--- config.mk ---
export PLATFORM = sky130hd
export DESIGN_NAME = pmsa_ram
export DESIGN_NICKNAME = d
export VERILOG_FILES = /design/src/hw/rtl/pmsa_ram.sv
export SDC_FILE = /design/constraint.sdc
export NUM_CORES = 1
export LEC_CHECK = 0
export ABC_AREA = 1
export BUFFER_PORTS_ARGS = -buffer_cell sky130_fd_sc_hd__buf_2
export CAP_MARGIN = 20
export CORE_MARGIN = 2
export CORE_UTILIZATION = 45
export DETAILED_ROUTE_END_ITERATION = 7
export GPL_TIMING_DRIVEN = 0
export PLACE_DENSITY = 0.65
export REMOVE_ABC_BUFFERS = 1
export SLEW_MARGIN = 20
export SYNTH_ARGS = -nofsm -noshare
export SYNTH_HDL_FRONTEND = slang
export SYNTH_SLANG_ARGS = --single-unit
--- constraint.sdc ---
create_clock -name clk -period 1.3 [get_ports clk]
set_input_delay 0.13 -clock clk [delete_from_list [all_inputs] [get_ports clk]]
set_output_delay 0.13 -clock clk [all_outputs]
set_load 0.02 [all_outputs]
--- src/hw/rtl/pmsa_ram.sv ---
// Generic single-port-write, single-port-read RAM with registered read data.
module pmsa_ram #(
  parameter int WIDTH = 8,
  parameter int DEPTH = 16
) (
  input  logic                     clk,
  input  logic                     wr_en,
  input  logic [$clog2(DEPTH)-1:0] wr_addr,
  input  logic [WIDTH-1:0]         wr_data,
  input  logic [$clog2(DEPTH)-1:0] rd_addr,
  output logic [WIDTH-1:0]         rd_data
);

  logic [WIDTH-1:0] mem [DEPTH];

  always_ff @(posedge clk) begin
    if (wr_en) begin
      mem[wr_addr] <= wr_data;
    end
    rd_data <= mem[rd_addr];
  end

endmodule

==> summary.md <==
| Metric | Value |
|---|---|
| XOR/XNOR share of the synthesized area | `0%` |
| H-Tree Depth | `4` |
| Clk sinks | `136` |
| Die Wd | `117.2 µm` |
| Reg clk slew, reported paths | `60 ps` |
| Top cells by area, synth | `edfxtp_1 (67%), nand2_1 (11%), nand3_1 (8.4%)` |
| Placed Instances | `724` |
| Remaining global-route overflow | `0` |
| Rows | `41` |
| Cell Area, Synth | `5767 µm²` |
| Pre-antenna DRT Iters | `5` |
| Predominant post-synthesis flop cell | `edfxtp_1` |
| Max-slew violation total from the final report | `0` |
| WP data arrival | `1530 ps` |
| Hpwl dp | `6.924 mm` |
| Area leader, netlist | `edfxtp_1` |
| Slew @ Worst Pin | `886.7 ps` |
| Post-route ant nets | `0` |
| Switch share | `21.25%` |
| Hold_ws | `114.5 ps` |
| GP Congestion | `0.7528` |
| Port Buffers | `25` |
| Die height | `117.2 µm` |
| Fmax | `0.8489 GHz` |
| Compound-Gate Fraction of Synth Area | `0%` |
| Hold WC Path Type | `input pin to flip-flop` |
| Min Tclk post-route | `1178 ps` |
| Tcrit/Tclk final | `90.61%` |
| Async S/R FF share, synth | `0%` |
| Ys Warns | `0` |
| RSZ-0062 raised after global routing | `false` |
| Switching component of the power | `0.002075 W` |
| LEAKAGE | `2.780 nW` |
| Initial Utilization | `45.88%` |
| Starting DRT DRC Count | `282` |
| Root Buffer | `clkbuf_16` |
| Antenna fix cells | `0` |
| Die Area | `13740 µm²` |
| Seq/Total Area, Yosys | `69.43%` |
| Clock Latency Late Sink | `420 ps` |
| CTS Buf Count | `17` |
| Crit path kind | `input pin to flip-flop` |
| Pint | `0.007690 W` |
| Status | `finished, final reports clean` |
| Number of enable flip-flop cells after synthesis | `128` |
| Setup TNS Final | `0 ps` |
| Area Overhead vs Synth | `12.45%` |
| DRC errors left | `0` |
| Clock Skew | `4.792 ps` |
| Vias in the first global route | `3621` |
| Synth Instances | `551` |
| Flop pwr share | `50.5%` |
| Gr usage total | `19.86%` |
| Initial antenna violation count | `0` |
| Simple-gate area share of the yosys netlist | `21.05%` |
| Yosys reg bits | `136` |
| Syn avg cell area | `10.47 µm²` |
| First-pass GRT wire length | `19.12 mm` |
| Maxcap violations | `0` |
| Post-CTS setup buffer count | `0` |
| Largest net degree at the start of global routing | `66` |
| Largest family of logic cells by synthesized area | `simple AND/OR/NAND/NOR gates` |
| CP endpoint kind | `flip-flop` |
| Total Wirelength | `12.21 mm` |
| Fin cells | `756` |
| Setup slack, reg-to-reg | `230 ps` |
| Top cells by count, synth | `nand2_1 (173), edfxtp_1 (128), inv_1 (100)` |
| Yosys cell types | `12` |
| Avg WL per Cell | `16.15 µm` |
| Peak supply drop | `0.9420 mV` |
| Most instantiated library cell after synthesis | `nand2_1` |
| Post-synthesis mux area share | `0%` |
| Final Net Count | `589` |
| Crit Path Max Fanout | `33` |
| Adder-cell share of the synthesized area | `0%` |
| Fin. Hold Viols | `0` |
| CTS tree | `built` |
| Layout cells sized above 1 | `8.733%` |
| Final number of setup-violating endpoints | `0` |
| Cell Pwr Density | `1506 nW/µm²` |
| Relative slew slack | `40.67%` |
| CP Data Required Time | `1650 ps` |
| Clk buf depth | `2` |
| Via count | `3657` |
| Startpoint types | `input pin` |
| Combinational power share | `6.1%` |
| Io pins | `26` |
| Via-to-Cell Ratio | `4.837` |
| Core ar. | `12570 µm²` |
| Share of Yosys cell area claimed by the top area cell type | `66.65%` |
| Clock network power share | `43.4%` |
-- logic make-up after synthesis --
logic type             count (synthesis)
DFF                                  136
and+or+nand+nor                      289
buffers and inverters                126
-- worst paths after layout --
check | to | cells past startpoint | from
max | rd_data[6] | 6 | rd_addr[1]
min | mem[4][7] | 1 | wr_data[7]
min reg2reg | rd_data[4] | 6 | mem[14][4]
max reg2reg | rd_data[6] | 6 | mem[1][6]
-- sequential cells by signal, indices dropped and copies added, names as in the netlist --
signal	cells
mem	128
rd_data	8
-- per-stage QoR --
step                utilization, %  cell area [µm²]  setup WS, ps  power (W)
floorplan                        -             5600         189.5   0.005317
global placement             47.27             5941         -1466   0.005595
detailed placement           47.29             5943        -895.4   0.005611
CTS                          51.54             6477         30.55   0.009828
global route                 51.60             6485         49.98    0.01011
finish                       51.60             6485         122.0   0.009765
-- cells in the final DEF (no fill, tap or decap) --
master,instances
nand2_1,173
edfxtp_1,128
inv_1,100
nand3_1,97
buf_2,23
nor2_1,17
clkbuf_16,17
clkbuf_1,8
dfxtp_1,8
clkbuf_8,5
clkinv_2,3
nand3b_1,2
inv_8,1
inv_2,1
buf_4,1
-- power groups by stage --
stage	Sequential [W]	Clock (W)	Combinational, W
final	0.00493	0.00424	0.000595
after global routing	0.00494	0.00451	0.000658
after CTS	0.00493	0.00430	0.000599
after detailed placement	0.00502	0	0.000594
after global placement	0.00501	0	0.000582
after floorplan	0.00505	0	0.000265
-- repair_timing --
action / CTS / global route
hold buffers: 0 / 0
setup endpoints to repair: 8 / 8
resized for setup: 3 / 3
-- worst max-delay path, cell delays in order --
cell and delay [ps]:
buf_4 240, inv_2 550, nand3_1 150, nand3_1 140
nand3_1 170, nand2_1 130
-- routing by layer --
| metal | routed length (µm) | vias to the layer above | global-route usage, % |
|---|---|---|---|
| li1 | - | 1811 | - |
| met4 | 326 | 0 | 9.882 |
| met5 | 0 | - | 0 |
| met2 | 6120 | 100 | 32.61 |
| met3 | 643 | 22 | 4.480 |
| met1 | 5120 | 1724 | 24.92 |
-- final cells by class --
class                      instances  area (µm²)
multi-input combinational        289        1214
timing repair buffer              25       136.4
clock buffer                      29       510.5
clock inverter                     3       15.01
tap                              172       215.2
inverter                         102       390.4
sequential                       136        4004
fill                            1092        6083
Power figures use the tool's default switching activity.
